**config.mk**
```make
export PLATFORM = sky130hd
export DESIGN_NAME = bqn_div
export DESIGN_NICKNAME = d
export VERILOG_FILES = /design/src/sv/bqn_pkg.sv /design/src/sv/bqn_div.sv
export SDC_FILE = /design/constraint.sdc
export NUM_CORES = 1
export LEC_CHECK = 0
export BUFFER_PORTS_ARGS = -buffer_cell sky130_fd_sc_hd__buf_2
export CORE_MARGIN = 1.5
export CORE_UTILIZATION = 55
export CTS_BUF_LIST = sky130_fd_sc_hd__clkbuf_16
export DETAILED_ROUTE_END_ITERATION = 7
export PLACE_DENSITY = 0.83
export SETUP_SLACK_MARGIN = 0.2
export SKIP_LAST_GASP = 1
export SLEW_MARGIN = 5
export SYNTH_ARGS = -nofsm -noshare
export SYNTH_HDL_FRONTEND = slang
export SYNTH_SLANG_ARGS = --single-unit
```
**constraint.sdc**
```tcl
create_clock -name clk -period 9.3 [get_ports clk]
set_input_delay 1.395 -clock clk [delete_from_list [all_inputs] [get_ports clk]]
set_output_delay 1.395 -clock clk [all_outputs]
set_load 0.02 [all_outputs]
```
**src/sv/bqn_pkg.sv**
```systemverilog
package bqn_pkg;

    localparam int MAX_STAGES_DEF  = 8;
    localparam int SAMPLE_BITS_DEF = 16;
    localparam int COEF_BITS_DEF   = 32;

    localparam int NCOEF     = 5;
    localparam int ACC_BITS  = 48;
    localparam int FRAC_BITS = 31;
    localparam int CFG_ADDR_BITS = 4;

    // request modes
    localparam logic [1:0] MODE_SAMPLE = 2'd0;
    localparam logic [1:0] MODE_COEF   = 2'd1;
    localparam logic [1:0] MODE_CLEAR  = 2'd2;
    localparam logic [1:0] MODE_UNUSED = 2'd3;

    // coefficient selects
    localparam logic [2:0] CSEL_B0 = 3'd0;
    localparam logic [2:0] CSEL_B1 = 3'd1;
    localparam logic [2:0] CSEL_B2 = 3'd2;
    localparam logic [2:0] CSEL_A1 = 3'd3;
    localparam logic [2:0] CSEL_A2 = 3'd4;

    // register byte addresses
    localparam logic [CFG_ADDR_BITS-1:0] REG_FILTER_EN = 4'h0;
    localparam logic [CFG_ADDR_BITS-1:0] REG_NORM_EN   = 4'h4;
    localparam logic [CFG_ADDR_BITS-1:0] REG_STAGES    = 4'h8;

    // divider request/response
    typedef struct packed {
        logic                start;
        logic                neg;
        logic [ACC_BITS+15:0] dividend;
        logic [ACC_BITS-1:0]  divisor;
    } div_req_t;

    typedef struct packed {
        logic                 done;
        logic [ACC_BITS+15:0] quot;
    } div_rsp_t;

endpackage

```
**src/sv/bqn_div.sv**
```systemverilog
// Restoring divider, one quotient bit per cycle, unsigned magnitudes.
module bqn_div (
    input  logic              clk,
    input  logic              rst_n,
    input  bqn_pkg::div_req_t req,
    output bqn_pkg::div_rsp_t rsp
);
    import bqn_pkg::*;

    localparam int QB = ACC_BITS + 16;
    localparam int CB = $clog2(QB + 1);

    logic [QB-1:0]       q_reg;
    logic [ACC_BITS:0]   r_reg;
    logic [ACC_BITS-1:0] d_reg;
    logic [CB-1:0]       cnt_reg;
    logic                busy_reg;
    logic                neg_reg;
    logic                done_reg;
    logic [ACC_BITS:0]   r_sh;
    logic [ACC_BITS:0]   r_sub;

    always_comb
    begin
        r_sh  = {r_reg[ACC_BITS-1:0], q_reg[QB-1]};
        r_sub = r_sh - {1'b0, d_reg};
    end

    always_ff @(posedge clk or negedge rst_n)
    begin
        if (!rst_n)
        begin
            busy_reg <= 1'b0;
            done_reg <= 1'b0;
            cnt_reg  <= '0;
        end
        else
        begin
            done_reg <= 1'b0;
            if (req.start)
            begin
                busy_reg <= 1'b1;
                cnt_reg  <= CB'(QB);
            end
            else if (busy_reg)
            begin
                cnt_reg <= cnt_reg - 1'b1;
                if (cnt_reg == CB'(1))
                begin
                    busy_reg <= 1'b0;
                    done_reg <= 1'b1;
                end
            end
        end
    end

    // datapath
    always_ff @(posedge clk)
    begin
        if (req.start)
        begin
            q_reg   <= req.dividend;
            r_reg   <= '0;
            d_reg   <= req.divisor;
            neg_reg <= req.neg;
        end
        else if (busy_reg)
        begin
            if (!r_sub[ACC_BITS])
            begin
                r_reg <= r_sub;
                q_reg <= {q_reg[QB-2:0], 1'b1};
            end
            else
            begin
                r_reg <= r_sh;
                q_reg <= {q_reg[QB-2:0], 1'b0};
            end
        end
    end

    always_comb
    begin
        rsp.done = done_reg;
        rsp.quot = neg_reg ? -q_reg : q_reg;
    end

    assert property (@(posedge clk) disable iff (!rst_n) req.start |=> busy_reg)
        else $error("divider did not start");
    assert property (@(posedge clk) disable iff (!rst_n) done_reg |-> !busy_reg)
        else $error("divider done while busy");
    assert property (@(posedge clk) disable iff (!rst_n) busy_reg |-> cnt_reg != '0)
        else $error("divider count underflow");
endmodule

```
==> results of run 1 <==
-- routing by layer --
layer / track usage, % / up-vias
li1: - / 4430
met2: 40.1 / 370
met4: 8.54 / 0
met1: 32.1 / 4160
met5: 0 / -
met3: 4.24 / 43
-- cells in the final DEF, fill, tap and decap left out, types with 13 or more instances in the layout --
cell,synthesis,layout
inv_1,69,71
xor2_1,18,17
nand4_1,18,18
clkbuf_16,0,17
dfxtp_1,48,48
nand2b_1,13,13
buf_2,0,179
a21oi_1,70,70
a21o_1,24,24
mux2_2,62,62
nor2_1,66,66
ha_1,51,51
edfxtp_1,113,113
o21ai_0,63,63
or3_1,20,20
o31ai_1,22,22
nand2_1,133,133
xnor2_1,92,91
a311oi_1,32,32
-- worst max-delay path, cell delays in order, from the launching register on --
cell and delay [ns]:
edfxtp_1 0.46, or4_4 0.56, or3_4 0.37, nor2b_4 0.15
nand2_1 0.15, nor4_2 0.44, nand2b_1 0.18, or4_1 0.51
or3_1 0.43, o21ai_1 0.18, xnor2_1 0.14, buf_2 0.19
-- logic make-up (layout without fill, tap and decap cells) --
kind of cell,Yosys count,in the layout,share of synthesized area [%]
muxes,63,63,6.48
adders and majority gates,52,52,6.02
buffers and inverters,129,288,4.50
xor gates and xnor gates,110,110,8.81
DFF,170,170,41.9
and+or+nand+nor,325,325,14.6
AOI/OAI and AO/OA,292,292,17.7
-- worst max path at each step --
| stage | to | slack [ns] | depth (start not counted) | start |
|---|---|---|---|---|
| floorplan | rsp[57] | 4.60 | 10 | q_reg[16]$_DFFE_PP_ |
| global placement | rsp[60] | 4.29 | 11 | q_reg[16]$_DFFE_PP_ |
| detailed placement | rsp[56] | 4.16 | 11 | q_reg[16]$_DFFE_PP_ |
| CTS | rsp[56] | 3.69 | 11 | q_reg[16]$_DFFE_PP_ |
| global route | rsp[56] | 3.53 | 11 | q_reg[16]$_DFFE_PP_ |
| finish | rsp[62] | 3.71 | 11 | q_reg[16]$_DFFE_PP_ |
-- final cells by class --
| class | instances | area (um^2) |
|---|---|---|
| clock buffers | 17 | 425 |
| clock inverters | 15 | 126 |
| fillers | 1559 | 6900 |
| inverters | 69 | 259 |
| multi-input cells | 842 | 5880 |
| flip-flops and latches | 170 | 4580 |
| well taps | 265 | 332 |
| repair buffers | 187 | 960 |
-- stage by stage --
stage          cells  power, mW
2_1_floorplan   1141       1.43
3_3_place_gp    1533       1.60
3_5_place_dp    1533       1.61
4_1_cts         1565       2.29
5_1_grt         1565       2.40
6_report        1565       2.28
-- power by group through the flow --
stage          logic, mW  registers [mW]  clock network [mW]
2_1_floorplan      0.455           0.974                   0
3_3_place_gp       0.606           0.990                   0
3_5_place_dp       0.616           0.996                   0
4_1_cts            0.622           0.980               0.687
5_1_grt            0.688           0.993               0.721
6_report           0.624           0.982               0.674
==> results.md, run 1 <==
- Synthesized cell area: 10,900 um^2
- Final worst-path cycle share: 60.1%
- TNS Setup: 0 ns
- Clock Power Share: 29.6%
- IO Count: approximately 180
- # setup viols final: 0
- First-pass GRT wire length: 40.0 mm
- H-tree levels: 4
- Reg clk slew, reported paths: 0.07 ns
- VDD IR max: 0.131 mV
- Die W: around 140 um
- Sw frac: 32.7%
- DR iter-0 viols: 526
- CP required: 7.91 ns
- Post-Route Utilization: 64.5%
- Met2 routed WL: 11.8 mm
- Detailed-route wire length per cell: 16.1 um
- Global Route Usage Sum: 24.3%
- Hold path cells: 2
- Reg2reg end: r_reg[25]$_SDFFE_PP0P_
- #FFs+latches synth: 170
- Layout cell share with drive strength beyond 1: a little under a quarter
- Slew HR: 33.4%
- # hold bufs at CTS: 0
- Seq pwr share: around 43%
- Dpl cell area: 12,000 um^2
- GRT overflow: 0
- Detail Route met3 WL: 1.74 mm
- Status: finished, final reports clean
- Top FF cell, synth: edfxtp_1
- Crit Reg-Reg Startpoint: q_reg[63]$_DFFE_PP_
- Share of the synthesized area in the top cell type: 31.0%
- Worst hold path class: reg2reg
- Synth top area cells: edfxtp_1 (31%), dfxtp_1 (8.8%), xnor2_1 (7.4%), mux2_2 (6.4%), ha_1 (5.8%)
- Final layout net count: 1,455
- Met1 wire length: about 11 mm
- Max-slew violation count: 0
- Pleak: ~5.2 nW
- Dominant cell type by area after synthesis: edfxtp_1
- Initial Utilization: 56.2%
- Critical Path Sink Type: output pin
- Routed vias: 9,003
- # Post-CTS Setup Buffers: 0
- Placement Rows: 51
- IO buf count: 180
- Worst Hold Slack: 0.495 ns
- Post-Layout Inst Area: 12,600 um^2
- Die height: around 140 um
- Clock tree from TritonCTS: yes
- Ant diodes: 0
- Maximum clock rate: about 0.18 GHz
- Final Hold Viols: 0
- TritonRoute pass-1 iters: 5
- Power per cell area: 181 nW/um^2
- Psw: 0.746 mW
- Highest metal used: met4
- Initial antenna violation count: 0
- Detailed placement HPWL: 18.2 mm
- Register area share after synthesis: between 40% and 50%
- Hold_sp: r_reg[23]$_SDFFE_PP0P_
- Layout area overhead: 14.9%
- Clk_lat worst skew: 0.43 ns
- Critical path class: reg2out
- Max reg flops: 64
- Die area: about 21,000 um^2
- Post-Syn Nets: 1,309
- Syn Inst Count: 1,141
- PnR worst setup slack: 3.71 ns
- Synth warn: 0
- Arrival time worst endpoint: 4.20 ns
- Worst slack, placed: 4.16 ns
- Antenna-violating nets left: 0
- WHS Endpoint: r_reg[23]$_SDFFE_PP0P_
- Core area: 19,500 um^2
- RSZ-0062 raised after global routing: false
- EDFF count, synth: 113
- Int Power: 1.53 mW
- Routability congestion estimate from global placement: 0.880
- Syn avg cell area: 9.58 um^2
- Inserted Clock Buffers: 17
- Vias in the first global route: slightly above 8,000
- CP Launch Type: flop
- Routed wire length: between 20 and 30 mm
- Clk_skew: around 0.014 ns
- Resize count post-CTS: 0
- Largest net degree at the start of global routing: roughly 110
- Total of max-cap violations: 0
- Synth unique cells: just under 70
- Fraction of registers with async set/reset: around 5.3%
- Via density: 5.75
- FF-to-FF setup slack: ~4.7 ns
- Crit path max fanout: 5
- Root Buffer: clkbuf_16
- Most frequent cell after synthesis: nand2_1
- Clock sink count: 170
- Worst slew pin tran: 0.999 ns
- Maximum root-to-sink buffer count: 2
- R2R cell count: 14
- Crit path time final: about 5.6 ns
- Comb power frac: 27.4%
- Ranking of synthesized cells by instance count: nand2_1 (133), edfxtp_1 (113), xnor2_1 (92)
- DRC viols: 0
Note: power is estimated with default switching activity, not from simulation.
==> run 2, diff against run 1 <==
--- a/config.mk
+++ b/config.mk
@@ -7,10 +7,10 @@
 export LEC_CHECK = 0
 export BUFFER_PORTS_ARGS = -buffer_cell sky130_fd_sc_hd__buf_2
 export CORE_MARGIN = 1.5
-export CORE_UTILIZATION = 55
+export CORE_UTILIZATION = 52
 export CTS_BUF_LIST = sky130_fd_sc_hd__clkbuf_16
 export DETAILED_ROUTE_END_ITERATION = 7
-export PLACE_DENSITY = 0.83
+export PLACE_DENSITY = 0.82
 export SETUP_SLACK_MARGIN = 0.2
 export SKIP_LAST_GASP = 1
 export SLEW_MARGIN = 5
==> constraint.sdc (replaced) <==
create_clock -name clk -period 5 [get_ports clk]
set_input_delay 0.75 -clock clk [delete_from_list [all_inputs] [get_ports clk]]
set_output_delay 0.75 -clock clk [all_outputs]
set_load 0.02 [all_outputs]
==> run 2 against run 1 <==
Against the previous run: total power increased by 91%; design area rose by 1.6%; core utilization fell by 2.1 points; non-clock buffer count grew 9; hold slack worse by 0.34 ns; sequential share of layout area is 0.58 points lower; global-route usage decreased by 1.0 points; flip-flop and latch count is the same; combinational power is 89% higher; clock power up 100%; critical path depth unchanged; count of clock-buffer cells in the layout stayed put; critical endpoint is now rsp[59]; largest power group unchanged.
==> results.md, run 2 (synthesis results as in run 1) <==
- Dpl cells: 1,540 (was 1,533)
- Initial Utilization: 53.5% (was 56.2%)
- Slew HR: 31.4% (was 33.4%)
- Crit-path leading delay family: simple AND/OR/NAND/NOR gates (unchanged)
- Final worst-path cycle share: 94.7%
- Post-Layout Inst Area: 12,800 um^2 (was 12,600 um^2)
- Global Route Usage Sum: 23.3% (was 24.3%)
- Root Buffer: clkbuf_16 (unchanged)
- Worst hold path class: in2async (was reg2reg)
- TritonRoute pass-1 iters: 5 (unchanged)
- Ant diodes: 0 (unchanged)
- Commonest non-fill, non-tap cell in the layout: buf_2 (unchanged)
- Core area: 20,400 um^2 (was 19,500 um^2)
- Critical Path Sink Type: output pin (unchanged)
- CP Cell Sequence: or4_4, or3_4, nor2b_4, nand2_4, or4_4, nand2b_4, or3_4, or3_4, o31ai_2, xnor2_1, buf_4 (was or4_4, or3_4, nor2b_4, nand2_1, nor4_2, nand2b_1, or4_1, or3_1, o21ai_1, xnor2_1, buf_2)
- GRT overflow: 0 (unchanged)
- Arrival time worst endpoint: 3.99 ns (was 4.20 ns)
- CP bufs+invs: 1 (unchanged)
- Clk_skew: 0.0129 ns (was 0.0138 ns)
- CP Launch Type: flop (unchanged)
- Die area: 21,900 um^2 (was 20,700 um^2)
- Max reg flops: 64 (unchanged)
- Clk_lat worst skew: 0.44 ns (was 0.43 ns)
- Total of max-cap violations: 0 (unchanged)
- # setup viols final: 0 (unchanged)
- IO buf count: 180 (unchanged)
- Fill cells: 1,683 (was 1,559)
- Overall power: 4.36 mW (was 2.28 mW)
- Inserted Clock Buffers: 17 (unchanged)
- Antenna-violating nets left: 0 (unchanged)
- Max-slew violation count: 0 (unchanged)
- Reg clk slew, reported paths: 0.08 ns (was 0.07 ns)
- Initial antenna violation count: 0 (unchanged)
- Final layout net count: 1,464 (was 1,455)
- Status: finished, final reports clean (unchanged)
- Most frequent CP cell: or3_4
- Vias in the first global route: 8,347 (was 8,246)
- Worst slew pin tran: 1.03 ns (was 0.999 ns)
- DR iter-0 viols: 531 (was 526)
- Clock sink count: 170 (unchanged)
- Crit path max fanout: 6 (was 5)
- Detailed-route wire length per cell: 16.2 um (was 16.1 um)
- Crit path time final: between 4 and 5 ns
- Critical path class: reg2out (unchanged)
- Dpl cell area: 12,000 um^2 (about the same)
- TNS Setup: 0 ns (unchanged)
- H-tree levels: 4 (unchanged)
- Layout cell share with drive strength beyond 1: 24.4% (was 23.2%)
- Slowest stage delay, CP: 0.52 ns (was 0.56 ns)
- Die height: 148 um (was 144 um)
- Maximum root-to-sink buffer count: 2 (unchanged)
- Detailed placement HPWL: 18.6 mm (was 18.2 mm)
- IO Count: 181 (unchanged)
- Power per cell area: 342 nW/um^2 (was 181 nW/um^2)
- Routed wire length: 25.6 mm (was 25.1 mm)
- Layout area overhead: 16.7% (was 14.9%)
- Final Hold Viols: 0 (unchanged)
- Routed vias: 9,117 (was 9,003)
- # hold bufs at CTS: 0 (unchanged)
- Most frequent cells in the layout: buf_2 (175), nand2_1 (132), edfxtp_1 (113), xnor2_1 (91), a21oi_1 (70) (was buf_2 (179), nand2_1 (133), edfxtp_1 (113), xnor2_1 (91), inv_1 (71))
- Routability congestion estimate from global placement: 0.915 (was 0.880)
- CP Depth: 11 (unchanged)
- VDD IR max: 0.234 mV (was 0.131 mV)
- DRC viols: 0 (unchanged)
- Pleak: 5.29 nW (was 5.19 nW)
- Via density: 5.77 (was 5.75)
- Clock tree from TritonCTS: yes (unchanged)
- R2R cell count: 15 (was 14)
- RSZ-0062 raised after global routing: true (was false)
- Die W: 148 um (was 144 um)
- Placement Rows: 52 (was 51)
- First-pass GRT wire length: 41.0 mm (was 40.0 mm)
- CP required: 4.25 ns (was 7.91 ns)
- Largest net degree at the start of global routing: 109 (unchanged)
- Final std cells w/o fill: 1,579 (was 1,565)
- CP max-delay cell: or4_4 (unchanged)
- Maximum clock rate: 0.211 GHz
-- run 2: changes by cell type in the layout (fill, tap and decap cells not counted), moves of 2 or more --
cell        before  now
clkinv_2         2    0
clkinvlp_4       3    1
nor2_1          66   64
inv_8            0    6
buf_4            7   20
o31ai_4          0    3
o31ai_2          4    1
nor4_4           0    2
buf_2          179  175
inv_1           71   69
-- run 2: final timing paths --
| check | slack [ns] | startpoint | to |
|---|---|---|---|
| worst max-delay path | 0.26 | q_reg[17]$_DFFE_PP_ | rsp[59] |
| worst min-delay path | 0.16 | rst_n | done_reg$_DFF_PN0_ |
| worst max register to register | 0.98 | q_reg[63]$_DFFE_PP_ | r_reg[41]$_SDFFE_PP0P_ |
| worst min register to register | 0.50 | r_reg[2]$_SDFFE_PP0P_ | r_reg[2]$_SDFFE_PP0P_ |
| max in group asynchronous | 4.64 | rst_n | busy_reg$_DFF_PN0_ |
| min in group clk | 0.48 | req[21] | d_reg[21]$_DFFE_PP_ |
-- run 2: final cells by class --
class / instances / area, um^2 / share of cell area [%]
clock buffers: 17 / 425 / 3.33
clock inverters: 15 / 174 / 1.36
inverters: 69 / 259 / 2.03
multi-input cells: 842 / 5950 / 46.6
flip-flops and latches: 170 / 4580 / 35.9
well taps: 270 / 338 / 2.65
repair buffers: 196 / 1040 / 8.13
-- run 2: layer usage --
layer | track usage (%) | part of all wire, % | wire (um) | up-vias
li1 | - | - | - | 4460
met2 | 38.4 | 46 | 11800 | 385
met1 | 31.1 | 44 | 11200 | 4224
met4 | 6.93 | 2.1 | 528 | 0
met3 | 4.51 | 7.9 | 2040 | 48
met5 | 0 | 0 | 0 | -
-- run 2: power by group --
group          leakage (nW)  switching (mW)  internal (mW)
Sequential             1.66           0.144           1.68
Combinational          3.34           0.687          0.496
Clock                 0.293           0.635          0.718
-- run 2: stage by stage --
stage	hold WS [ns]	worst slack [ns]	util, %
6_report	0.159	0.265	62.5
5_1_grt	0.154	0.137	62.5
4_1_cts	0.149	0.233	62.0
3_5_place_dp	0.486	0.510	58.9
3_3_place_gp	0.477	0.600	58.9
2_1_floorplan	0.454	0.947	-
-- run 2: timing repair --
action                                 4_1_cts  5_1_grt
endpoints found under the hold margin        0        0
pin swaps                                    1        0
setup endpoints to repair                    8        8
buffers inserted                             2        5
gates resized for setup                      2       14
==> run 3, diff against run 2 <==
--- a/config.mk
+++ b/config.mk
@@ -6,7 +6,7 @@
 export NUM_CORES = 1
 export LEC_CHECK = 0
 export BUFFER_PORTS_ARGS = -buffer_cell sky130_fd_sc_hd__buf_2
-export CORE_MARGIN = 1.5
+export CORE_MARGIN = 1
 export CORE_UTILIZATION = 52
 export CTS_BUF_LIST = sky130_fd_sc_hd__clkbuf_16
 export DETAILED_ROUTE_END_ITERATION = 7
==> run 3 against run 2 <==
Against the previous run: clock skew shrank 0.0038 ns; combinational power barely moved; total power increased by 2.0%; fmax increased by 0.17%; sequential power barely moved; non-clock buffer count unchanged; flip-flop and latch count is the same; via count fell by 0.24%; register-to-register slack worse by 0.35 ns; design area is 0.35% higher; die area fell by 1.3%; first-iteration DRC count down 4.9%; largest power group unchanged; highest routed layer unchanged.
==> results.md, run 3 (synthesis results as in run 1) <==
- Gr busiest metal: met2 (unchanged)
- IO Count: 181 (unchanged)
- TritonRoute pass-1 iters: 5 (unchanged)
- Fill cells: 1,671 (was 1,683)
- Commonest non-fill, non-tap cell in the layout: buf_2 (unchanged)
- Initial antenna violation count: 0 (unchanged)
- Multi-input gate area: 5940 um^2 (was 5950 um^2)
- Max reg flops: 64 (unchanged)
- Clock tree from TritonCTS: yes (unchanged)
- Placement Rows: 52 (unchanged)
- Initial Utilization: 53.5% (unchanged)
- Root Buffer: clkbuf_16 (unchanged)
- CP Launch Type: flop (unchanged)
- Layout area overhead: 17.2% (was 16.7%)
- Arrival time worst endpoint: 3.98 ns (was 3.99 ns)
- Vias in the first global route: 8,644 (was 8,347)
- Clk_skew: 0.00910 ns (was 0.0129 ns)
- Worst slew pin tran: 1.04 ns (was 1.03 ns)
- Die W: 147 um (was 148 um)
- Inserted Clock Buffers: 17 (unchanged)
- Reg area: 4580 um^2 (unchanged)
- Critical path class: reg2out (unchanged)
- Pleak: 5.29 nW (about the same)
- Final std cells w/o fill: 1,579 (unchanged)
- TNS Setup: 0 ns (unchanged)
- VDD IR max: 0.207 mV (was 0.234 mV)
- Final layout net count: 1,464 (unchanged)
- Final Hold Viols: 0 (unchanged)
- Met3 GRT Util: 3.79% (was 4.51%)
- Detailed placement HPWL: 18.7 mm (was 18.6 mm)
- Die height: 147 um (was 148 um)
- Die area: 21,600 um^2 (was 21,900 um^2)
- Most frequent cells in the layout: buf_2 (175), nand2_1 (133), edfxtp_1 (113), xnor2_1 (91) (was buf_2 (175), nand2_1 (132), edfxtp_1 (113), xnor2_1 (91), a21oi_1 (70))
- IO buf count: 180 (unchanged)
- Final worst-path cycle share: 94.5% (was 94.7%)
- Crit path time final: 4.73 ns (was 4.74 ns)
- Largest net degree at the start of global routing: 109 (unchanged)
- Clk_lat worst skew: 0.43 ns (was 0.44 ns)
- Maximum root-to-sink buffer count: 2 (unchanged)
- H-tree levels: 4 (unchanged)
- # setup viols final: 0 (unchanged)
- Met1 GRT Util: 31.6% (was 31.1%)
- Core area: 20,400 um^2 (unchanged)
- DRC viols: 0 (unchanged)
- Post-Route Utilization: 62.7% (was 62.5%)
- Crit path max fanout: 6 (unchanged)
- Routed wire length: 26.1 mm (was 25.6 mm)
- Via density: 5.76 (was 5.77)
- CP required: 4.25 ns (about the same)
- Slew HR: 31.0% (was 31.4%)
- Max-slew violation count: 0 (unchanged)
- Ant diodes: 0 (unchanged)
- Detailed-route wire length per cell: 16.5 um (was 16.2 um)
- Met2 global-route usage: 41.3% (was 38.4%)
- Routed vias: 9,095 (was 9,117)
- Critical Path Sink Type: output pin (unchanged)
- Antenna-violating nets left: 0 (unchanged)
- DR iter-0 viols: 505 (was 531)
- Total of max-cap violations: 0 (unchanged)
- Routability congestion estimate from global placement: 0.968 (was 0.915)
- First-pass GRT wire length: 42.2 mm (was 41.0 mm)
- Dpl cells: 1,541 (was 1,540)
- Status: finished, final reports clean (unchanged)
- Clock sink count: 170 (unchanged)
- GRT overflow: 0 (unchanged)
- Maximum clock rate: 0.212 GHz (was 0.211 GHz)
- Reg clk slew, reported paths: 0.07 ns (was 0.08 ns)
- RSZ-0062 raised after global routing: true (unchanged)
- Power per cell area: 347 nW/um^2 (was 342 nW/um^2)
- Global Route Usage Sum: 24.1% (was 23.3%)
- Worst hold path class: in2async (unchanged)
- Layout cell share with drive strength beyond 1: 24.3% (was 24.4%)
-- run 3: changes by cell type in the layout (fill, tap and decap cells not counted), moves of 2 or more --
cell | before | now
bufinv_16 | 1 | 4
clkinv_4 | 3 | 1
clkinvlp_4 | 1 | 3
inv_8 | 6 | 2
-- run 3: final cells by class --
class / instances / area share (%)
clock buffer: 17 / 3.32
clock inverter: 15 / 1.66
inverter: 69 / 2.02
multi-input combinational: 842 / 46.4
sequential: 170 / 35.8
tap: 270 / 2.64
timing repair buffer: 196 / 8.20
-- run 3: final timing paths --
check / cells after the start / slack, ns / start / endpoint
min in group clk: 2 / 0.49 / r_reg[31]$_SDFFE_PP0P_ / r_reg[32]$_SDFFE_PP0P_
hold reg to reg: 2 / 0.49 / r_reg[31]$_SDFFE_PP0P_ / r_reg[32]$_SDFFE_PP0P_
max in group asynchronous: 1 / 4.65 / rst_n / busy_reg$_DFF_PN0_
hold / removal: 1 / 0.16 / rst_n / cnt_reg[6]$_DFFE_PN0P_
setup / recovery: 11 / 0.27 / q_reg[18]$_DFFE_PP_ / rsp[63]
setup reg to reg: 14 / 0.63 / q_reg[63]$_DFFE_PP_ / r_reg[27]$_SDFFE_PP0P_
-- run 3: report_power, final --
group | internal [mW] | switching [mW]
Combinational | 0.495 | 0.677
Sequential | 1.68 | 0.154
Clock | 0.849 | 0.591
-- run 3: repair_timing --
item	CTS	global route
hold endpoints to repair	0	0
resized for setup	1	13
hold buffers	0	0
setup buffers	3	3
setup endpoints to repair	6	8
pin swaps	1	1
-- run 3: worst max-delay path: stages (launching register included) --
cell	delay, ns
edfxtp_1	0.40
or4_4	0.56
or3_4	0.37
nor2b_4	0.15
nand2_2	0.10
or4_4	0.47
nand2b_4	0.18
or3_4	0.37
or3_4	0.43
o31ai_4	0.20
xnor2_1	0.15
buf_4	0.17
-- run 3: per-layer routing --
layer  part of all wire (%)  vias up
met3                    5.6       39
met4                    1.4        0
li1                       -     4457
met5                      0        -
met1                     45     4260
met2                     48      339
-- run 3: metrics by stage --
| stage | total power, mW | setup slack [ns] | hold WS [ns] | cell area (um^2) |
|---|---|---|---|---|
| after floorplan | 2.66 | 0.947 | 0.454 | 10900 |
| after global routing | 4.66 | 0.150 | 0.152 | 12800 |
| after global placement | 2.98 | 0.629 | 0.480 | 12000 |
| after CTS | 4.45 | 0.209 | 0.154 | 12700 |
| after detailed placement | 3.00 | 0.510 | 0.482 | 12000 |
| final | 4.45 | 0.273 | 0.157 | 12800 |
